File: config.mk
export PLATFORM = sky130hd
export DESIGN_NAME = gcd_lcm_unit_core_flat
export DESIGN_NICKNAME = d
export VERILOG_FILES = /design/src/glu_pkg.sv /design/src/glu_in_if.sv /design/src/glu_out_if.sv /design/src/glu_datapath.sv /design/src/glu_ctrl.sv /design/src/gcd_lcm_unit_core.sv /design/src/flat_wrapper.sv
export SDC_FILE = /design/constraint.sdc
export NUM_CORES = 2
export LEC_CHECK = 0
export ABC_CLOCK_PERIOD_IN_PS = 16200
export BUFFER_PORTS_ARGS = -buffer_cell sky130_fd_sc_hd__buf_2
export CORE_AREA = 2 2 379 381
export DETAILED_ROUTE_END_ITERATION = 7
export DIE_AREA = 0 0 381 383
export PLACE_DENSITY = 0.58
export SYNTH_ARGS = -nofsm -noshare
export SYNTH_HDL_FRONTEND = slang
export SYNTH_SLANG_ARGS = --single-unit
File: constraint.sdc
create_clock -name clk -period 16.2 [get_ports clk]
set_clock_uncertainty 0.2 [all_clocks]
set_input_delay 0 -clock clk [delete_from_list [all_inputs] [get_ports clk]]
set_output_delay 0 -clock clk [all_outputs]
set_load 0.05 [all_outputs]
File: src/glu_pkg.sv
// ----------------------------------------------------------------------------
// glu_pkg
// Shared widths, command and status types for the GCD/LCM unit.
// ----------------------------------------------------------------------------
package glu_pkg;

  // Widths of the fields on the request and result channels.
  localparam int FIELD_WIDTH = 32;
  localparam int MULT_WIDTH  = 64;

  // Default operand width that the datapath works on.
  localparam int VALUE_WIDTH_DEFAULT = 32;

  // Which division the shared divider runs.
  typedef enum logic {
    DIV_EUCLID = 1'b0,  // remainder of the current Euclid pair
    DIV_QUOT   = 1'b1   // first operand divided by the finished divisor
  } div_sel_t;

  // Commands from the controller to the datapath.
  typedef struct packed {
    logic     load;       // latch a new operand pair
    logic     div_start;  // set up the divider
    div_sel_t div_sel;    // which division to set up
    logic     div_step;   // run one quotient bit
    logic     swap;       // advance the Euclid pair
    logic     mul;        // form the multiple
    logic     publish;    // move the results to the output registers
  } glu_cmd_t;

  // Status from the datapath to the controller.
  typedef struct packed {
    logic b_zero;        // second value of the Euclid pair is zero
    logic operand_zero;  // either operand of the request is zero
    logic div_last;      // the divider is on its final bit
  } glu_status_t;

endpackage

File: src/glu_in_if.sv
// ----------------------------------------------------------------------------
// glu_in_if
// Request channel of the GCD/LCM unit: valid, ready and the operand pair.
// ----------------------------------------------------------------------------
interface glu_in_if;

  logic                            valid;
  logic                            ready;
  logic [glu_pkg::FIELD_WIDTH-1:0] first_value;
  logic [glu_pkg::FIELD_WIDTH-1:0] second_value;

  modport source (output valid, output first_value, output second_value, input ready);
  modport sink (input valid, input first_value, input second_value, output ready);
  modport monitor (input valid, input first_value, input second_value, input ready);

endinterface

File: src/glu_out_if.sv
// ----------------------------------------------------------------------------
// glu_out_if
// Result channel of the GCD/LCM unit: valid, ready, divisor and multiple.
// ----------------------------------------------------------------------------
interface glu_out_if;

  logic                            valid;
  logic                            ready;
  logic [glu_pkg::FIELD_WIDTH-1:0] common_divisor;
  logic [glu_pkg::MULT_WIDTH-1:0]  common_multiple;

  modport source (output valid, output common_divisor, output common_multiple, input ready);
  modport sink (input valid, input common_divisor, input common_multiple, output ready);
  modport monitor (input valid, input common_divisor, input common_multiple, input ready);

endinterface

File: src/glu_datapath.sv
// ----------------------------------------------------------------------------
// glu_datapath
// Operand registers, the Euclid pair, a shared restoring divider that makes
// one quotient bit per cycle, the multiplier and the result registers.
// ----------------------------------------------------------------------------
module glu_datapath #(
  parameter int VALUE_WIDTH = glu_pkg::VALUE_WIDTH_DEFAULT
) (
  input  logic                            clk,
  input  logic [glu_pkg::FIELD_WIDTH-1:0] first_value,
  input  logic [glu_pkg::FIELD_WIDTH-1:0] second_value,
  input  glu_pkg::glu_cmd_t               cmd,
  output glu_pkg::glu_status_t            status,
  output logic [glu_pkg::FIELD_WIDTH-1:0] common_divisor,
  output logic [glu_pkg::MULT_WIDTH-1:0]  common_multiple
);

  localparam int W      = VALUE_WIDTH;
  localparam int PW     = 2 * VALUE_WIDTH;
  localparam int CW     = $clog2(VALUE_WIDTH);
  localparam logic [CW-1:0] LAST_BIT = CW'(VALUE_WIDTH - 1);

  // Request operands, kept for the quotient and the multiply.
  logic [W-1:0]  xs;
  logic [W-1:0]  ys;
  // Euclid pair.
  logic [W-1:0]  a;
  logic [W-1:0]  b;
  // Divider state.
  logic [W-1:0]  dvs;
  logic [W-1:0]  rem;
  logic [W-1:0]  quot;
  logic [CW-1:0] cnt;
  // Product of the quotient and the second operand.
  logic [PW-1:0] prod;

  logic [W:0]    shifted;
  logic [W:0]    diff;
  logic [PW-1:0] prod_next;

  // One restoring step: shift in the next dividend bit and try a subtract.
  assign shifted   = {rem, quot[W-1]};
  assign diff      = shifted - {1'b0, dvs};
  assign prod_next = PW'(quot) * PW'(ys);

  assign status.b_zero       = (b == '0);
  assign status.operand_zero = (xs == '0) || (ys == '0);
  assign status.div_last     = (cnt == LAST_BIT);

  // Operand, Euclid pair and divider registers.
  always_ff @(posedge clk) begin
    if (cmd.load) begin
      xs <= first_value[W-1:0];
      ys <= second_value[W-1:0];
      a  <= first_value[W-1:0];
      b  <= second_value[W-1:0];
    end
    if (cmd.div_start) begin
      cnt <= '0;
      rem <= '0;
      if (cmd.div_sel == glu_pkg::DIV_QUOT) begin
        dvs  <= a;
        quot <= xs;
      end else begin
        dvs  <= b;
        quot <= a;
      end
    end else if (cmd.div_step) begin
      cnt <= cnt + CW'(1);
      if (!diff[W]) begin
        rem <= diff[W-1:0];
      end else begin
        rem <= shifted[W-1:0];
      end
      quot <= {quot[W-2:0], ~diff[W]};
    end
    if (cmd.swap) begin
      a <= b;
      b <= rem;
    end
    if (cmd.mul) begin
      prod <= prod_next;
    end
  end

  // Output registers; a zero operand forces a zero multiple.
  always_ff @(posedge clk) begin
    if (cmd.publish) begin
      common_divisor <= glu_pkg::FIELD_WIDTH'(a);
      if (status.operand_zero) begin
        common_multiple <= '0;
      end else begin
        common_multiple <= glu_pkg::MULT_WIDTH'(prod);
      end
    end
  end

endmodule

File: src/glu_ctrl.sv
// ----------------------------------------------------------------------------
// glu_ctrl
// Controller of the GCD/LCM unit: sequences the Euclid loop, the final
// quotient and the multiply, and runs both channel handshakes.
// ----------------------------------------------------------------------------
module glu_ctrl (
  input  logic                 clk,
  input  logic                 rst,
  input  logic                 in_valid,
  output logic                 in_ready,
  output logic                 out_valid,
  input  logic                 out_ready,
  input  glu_pkg::glu_status_t status,
  output glu_pkg::glu_cmd_t    cmd
);

  typedef enum logic [2:0] {
    S_IDLE,
    S_CHECK,
    S_EDIV,
    S_ESWAP,
    S_QDIV,
    S_MUL,
    S_DONE
  } state_t;

  state_t state;
  logic   publish;

  assign in_ready = (state == S_IDLE);
  assign publish  = (state == S_DONE) && (!out_valid || out_ready);

  // Command decode.
  always_comb begin
    cmd           = '0;
    cmd.div_sel   = glu_pkg::DIV_EUCLID;
    cmd.load      = (state == S_IDLE) && in_valid;
    cmd.div_step  = (state == S_EDIV) || (state == S_QDIV);
    cmd.swap      = (state == S_ESWAP);
    cmd.mul       = (state == S_MUL);
    cmd.publish   = publish;
    if (state == S_CHECK) begin
      if (status.b_zero) begin
        cmd.div_start = !status.operand_zero;
        cmd.div_sel   = glu_pkg::DIV_QUOT;
      end else begin
        cmd.div_start = 1'b1;
      end
    end
  end

  // State and the result valid flag.
  always_ff @(posedge clk) begin
    if (rst) begin
      state     <= S_IDLE;
      out_valid <= 1'b0;
    end else begin
      if (publish) begin
        out_valid <= 1'b1;
      end else if (out_ready) begin
        out_valid <= 1'b0;
      end
      case (state)
        S_IDLE: begin
          if (in_valid) begin
            state <= S_CHECK;
          end
        end
        S_CHECK: begin
          if (!status.b_zero) begin
            state <= S_EDIV;
          end else if (status.operand_zero) begin
            state <= S_DONE;
          end else begin
            state <= S_QDIV;
          end
        end
        S_EDIV: begin
          if (status.div_last) begin
            state <= S_ESWAP;
          end
        end
        S_ESWAP: begin
          state <= S_CHECK;
        end
        S_QDIV: begin
          if (status.div_last) begin
            state <= S_MUL;
          end
        end
        S_MUL: begin
          state <= S_DONE;
        end
        S_DONE: begin
          if (publish) begin
            state <= S_IDLE;
          end
        end
        default: begin
          state <= S_IDLE;
        end
      endcase
    end
  end

endmodule

File: src/gcd_lcm_unit_core.sv
// ----------------------------------------------------------------------------
// gcd_lcm_unit_core
// Greatest common divisor and least common multiple of two unsigned values.
// ----------------------------------------------------------------------------
// One request at a time: the unit takes an operand pair, runs Euclid's
// remainder loop on a shared restoring divider that produces one quotient bit
// per cycle, then divides the first operand by the divisor on the same unit
// and multiplies by the second operand. A request with both operands nonzero
// runs each Euclid division and swap, then the quotient division and the
// multiply between acceptance and the next acceptance, so the divider sets
// the rate. A zero operand skips the quotient and multiply. Operand bits above
// VALUE_WIDTH are ignored. The result sits in an output register, so a new
// request is taken while an earlier result still waits to be read.
// ----------------------------------------------------------------------------
module gcd_lcm_unit_core #(
  parameter int VALUE_WIDTH = glu_pkg::VALUE_WIDTH_DEFAULT
) (
  input logic      clk,
  input logic      rst,
  glu_in_if.sink   operands,
  glu_out_if.source results
);

  glu_pkg::glu_cmd_t    cmd;
  glu_pkg::glu_status_t status;

  // Sequencer.
  glu_ctrl u_ctrl (
    .clk       (clk),
    .rst       (rst),
    .in_valid  (operands.valid),
    .in_ready  (operands.ready),
    .out_valid (results.valid),
    .out_ready (results.ready),
    .status    (status),
    .cmd       (cmd)
  );

  // Arithmetic.
  glu_datapath #(
    .VALUE_WIDTH (VALUE_WIDTH)
  ) u_datapath (
    .clk             (clk),
    .first_value     (operands.first_value),
    .second_value    (operands.second_value),
    .cmd             (cmd),
    .status          (status),
    .common_divisor  (results.common_divisor),
    .common_multiple (results.common_multiple)
  );

endmodule

File: src/flat_wrapper.sv
// flat-port wrapper written by rule: the top's interface ports become plain ports
module gcd_lcm_unit_core_flat 
#(
  parameter int VALUE_WIDTH = glu_pkg::VALUE_WIDTH_DEFAULT
)
  (clk, rst, operands_valid, operands_first_value, operands_second_value, operands_ready, results_valid, results_common_divisor, results_common_multiple, results_ready);
  glu_in_if operands_i ();
  glu_out_if results_i ();
  input logic clk;
  input logic rst;
  input wire logic [$bits(operands_i.valid)-1:0] operands_valid;
  input wire logic [$bits(operands_i.first_value)-1:0] operands_first_value;
  input wire logic [$bits(operands_i.second_value)-1:0] operands_second_value;
  output wire logic [$bits(operands_i.ready)-1:0] operands_ready;
  output wire logic [$bits(results_i.valid)-1:0] results_valid;
  output wire logic [$bits(results_i.common_divisor)-1:0] results_common_divisor;
  output wire logic [$bits(results_i.common_multiple)-1:0] results_common_multiple;
  input wire logic [$bits(results_i.ready)-1:0] results_ready;
  assign operands_i.valid = operands_valid;
  assign operands_i.first_value = operands_first_value;
  assign operands_i.second_value = operands_second_value;
  assign operands_ready = operands_i.ready;
  assign results_valid = results_i.valid;
  assign results_common_divisor = results_i.common_divisor;
  assign results_common_multiple = results_i.common_multiple;
  assign results_i.ready = results_ready;
  gcd_lcm_unit_core #(.VALUE_WIDTH(VALUE_WIDTH)) u_core (.clk(clk), .rst(rst), .operands(operands_i), .results(results_i));
endmodule
==> flow_metrics.env <==
export IMPL_postSynth_asyncResetShare=0
export IMPL_synthXorXnorAreaFrac=0.0172
export IMPL_cts_resized=0
export IMPL_insertion_delay_ps=660
export IMPL_grt_max_degree=67
export IMPL_hpwl_um=105000
export IMPL_final_common_cell="inv_1"
export IMPL_worstPathRequired_ps=16390
export IMPL_rr_endpoint="u_core.u_datapath.prod[60]$_DFFE_PN_"
export IMPL_fin_tns_setup_ps=0
export IMPL_worst_pin_slew_ps=1040
export IMPL_synthesis_nets=6062
export IMPL_avgSynthCellArea_um2=10.3
export IMPL_place_congestion=0.871
export IMPL_worstSetupEndpointType="flop"
export IMPL_utilization=0.388
export IMPL_yosysTopAreaCell="fa_1"
export IMPL_post_drt_wl_per_cell_um=20.8
export IMPL_setup_ws_ps=6840
export IMPL_rsz0062_at_grt="no"
export IMPL_rows=139
export IMPL_synth_compound_area_frac=0.0566
export IMPL_yosys_top_cells_area="fa_1 36%, edfxtp_1 21%, and2_1 7.9%, ha_1 7.5%, inv_1 7.0%"
export IMPL_drv_cap=0
export IMPL_slew_viol_final=0
export IMPL_ys_ff_latch=393
export IMPL_layout_drive_gt1_share=0.0835
export IMPL_clock_sinks=393
export IMPL_reg2reg_from="u_core.u_datapath.quot[21]$_DFFE_PP_"
export IMPL_ant_nets=0
export IMPL_synth_flop_cell="edfxtp_1"
export IMPL_dr_pass1_iters=7
export IMPL_cts_htree_levels=2
export IMPL_layout_min_cycle_time_ps=9360
export IMPL_cts_setup_buffers=0
export IMPL_path_clk_slew_ps=70
export IMPL_finalSetupViolCount=0
export IMPL_grt_total_usage=0.201
export IMPL_r2r_slack_ps=6840
export IMPL_overflow=0
export IMPL_yosys_area_share_simple=0.146
export IMPL_place_ws_ps=6830
export IMPL_yosysUniqueCellTypes=78
export IMPL_status="completed"
export IMPL_cts_made_buffers=49
export IMPL_worst_setup_path_start_kind="flop"
export IMPL_cp_data_arrival_time_ps=9550
export IMPL_die_area_um2=146000
export IMPL_maxSlewHeadroom=0.304
export IMPL_max_clock_freq_mhz=107
export IMPL_ys_warn_count=0
export IMPL_period_share=0.578
export IMPL_nets=6242
export IMPL_num_vias=34300
export IMPL_hold_class="primary input to flop"
export IMPL_synth_top_area_share=0.363
export IMPL_muxShareOfSynthArea=0.0196
export IMPL_viasPerCell=4.95
export IMPL_area_growth_pct=11.7
export IMPL_critPathCapture="u_core.u_datapath.prod[60]$_DFFE_PN_"
export IMPL_path_class="flop to flop"
export IMPL_port_buffers=165
export IMPL_grt_pass1_wl_um=224000
export IMPL_synth_top_family_by_area="adder cells"
export IMPL_critPathLaunch="u_core.u_datapath.quot[21]$_DFFE_PP_"
export IMPL_die_h_um=383
export IMPL_syn_inst=4800
export IMPL_synth_seq_area_share=0.231
export IMPL_core_um2=142000
export IMPL_grt_pass1_vias=36700
export IMPL_mostFrequentLayoutCells="921 x inv_1, 897 x fa_1, 625 x and2_1"
export IMPL_drtIter0Drc=2204
export IMPL_r2r_cells=23
export IMPL_initial_core_util=0.347
export IMPL_cts_path_max_buffers=3
export IMPL_synthAdderAreaFrac=0.439
export IMPL_cts_root_buf="clkbuf_16"
export IMPL_cts_tree="done"
export IMPL_fp_dieW_um=381
export IMPL_crit_path_max_fanout=21
export IMPL_finalHoldViolCount=0
export IMPL_pin_count=166
export IMPL_hp_start="operands_second_value[29]"
export IMPL_antenna_found_initial=7
export IMPL_drc=0
export IMPL_routed_wirelength_um=144000
export IMPL_synthesis_area_um2=49400
export IMPL_synth_edf_count=352
[per-stage QoR]
step / area, µm² / std cells / hold slack, ps
floorplan: 49400 / 4800 / -131
global placement: 52200 / 6694 / -5.52
detailed placement: 52200 / 6694 / -3.75
CTS: 55200 / 6920 / 2.40
global route: 55200 / 6920 / 23.1
finish: 55200 / 6922 / 19.3
[state kept, by name, summed over array words and instances, names as in the netlist]
| signal | count |
|---|---|
| u_core.u_datapath.common_multiple | 64 |
| u_core.u_datapath.prod | 64 |
| u_core.u_datapath.a | 32 |
| u_core.u_datapath.b | 32 |
| u_core.u_datapath.common_divisor | 32 |
| u_core.u_datapath.dvs | 32 |
| u_core.u_datapath.quot | 32 |
| u_core.u_datapath.rem | 32 |
| u_core.u_datapath.xs | 32 |
| u_core.u_datapath.ys | 32 |
| u_core.u_datapath.cnt | 5 |
| u_core.u_ctrl.state | 3 |
| u_core.u_ctrl.out_valid | 1 |
[cells in the mapped netlist (28+ instances only)]
master and n:
inv_1 923, fa_1 897, and2_1 626, nand2_1 541, edfxtp_1 352, ha_1 297
clkbuf_1 248, a21oi_1 151, nor2_1 89, a21o_1 83, o21ai_0 68, mux2_2 63
xnor2_1 59, dfxtp_1 41, o22ai_1 33, xor2_1 32, nor3_1 28
[routing by layer]
metal,GRT usage,part of all wire,vias to the layer above
li1,-,-,15200
met5,0.00496,0.00080,-
met2,0.324,0.46,1038
met1,0.273,0.44,17800
met3,0.0310,0.058,246
met4,0.0768,0.044,4
[cells by family (layout without fill, tap and decap cells)]
family	count (synthesis)	in the layout
and+or+nand+nor	1414	1414
adders and majority gates	1194	1194
buffers and inverters	1180	1397
AOI/OAI and AO/OA	437	437
DFF	393	393
xor gates and xnor gates	93	93
muxes	89	89
other	0	2
[worst max-delay path: stages, from the launching register on]
cell and delay, ps:
edfxtp_1 610, buf_4 350, and2_1 200, fa_1 530, inv_1 50, fa_1 490, fa_1 460, fa_1 550
inv_1 50, fa_1 480, fa_1 590, fa_1 440, fa_1 530, ha_1 390, a21oi_1 170, o21a_1 180
o22ai_1 100, a211oi_1 410, a31oi_1 300, nor3_2 600, o21ai_0 450, a211oi_1 580, o21ai_0 210, xor2_1 170
[how the worst min path moves through the flow]
stage,cells past startpoint,end
2_1_floorplan,1,u_core.u_ctrl.out_valid$_SDFFE_PP0P_
3_3_place_gp,1,u_core.u_datapath.xs[14]$_DFFE_PP_
3_5_place_dp,1,u_core.u_datapath.xs[30]$_DFFE_PP_
4_1_cts,3,u_core.u_datapath.b[6]$_DFFE_PP_
5_1_grt,2,u_core.u_datapath.ys[29]$_DFFE_PP_
6_report,2,u_core.u_datapath.ys[29]$_DFFE_PP_
[area by class of cell]
cell class,instances,area [µm²]
clock buffer,64,1300
timing repair buffer,386,2830
fill,14200,87100
inverter,923,3460
multi-input combinational,3227,33600
tap,1903,2380
antenna,2,5.00
clock inverter,24,274
sequential,393,11400
[timing repair]
| item | in CTS | in global routing |
|---|---|---|
| hold endpoints to repair | 145 | 0 |
| endpoints found under the setup margin | 0 | 0 |
| hold buffers | 138 | 0 |
Power is left out: the tool's default activity adds up to more than one toggle a clock period on the data nets, which glitch-free logic cannot reach.
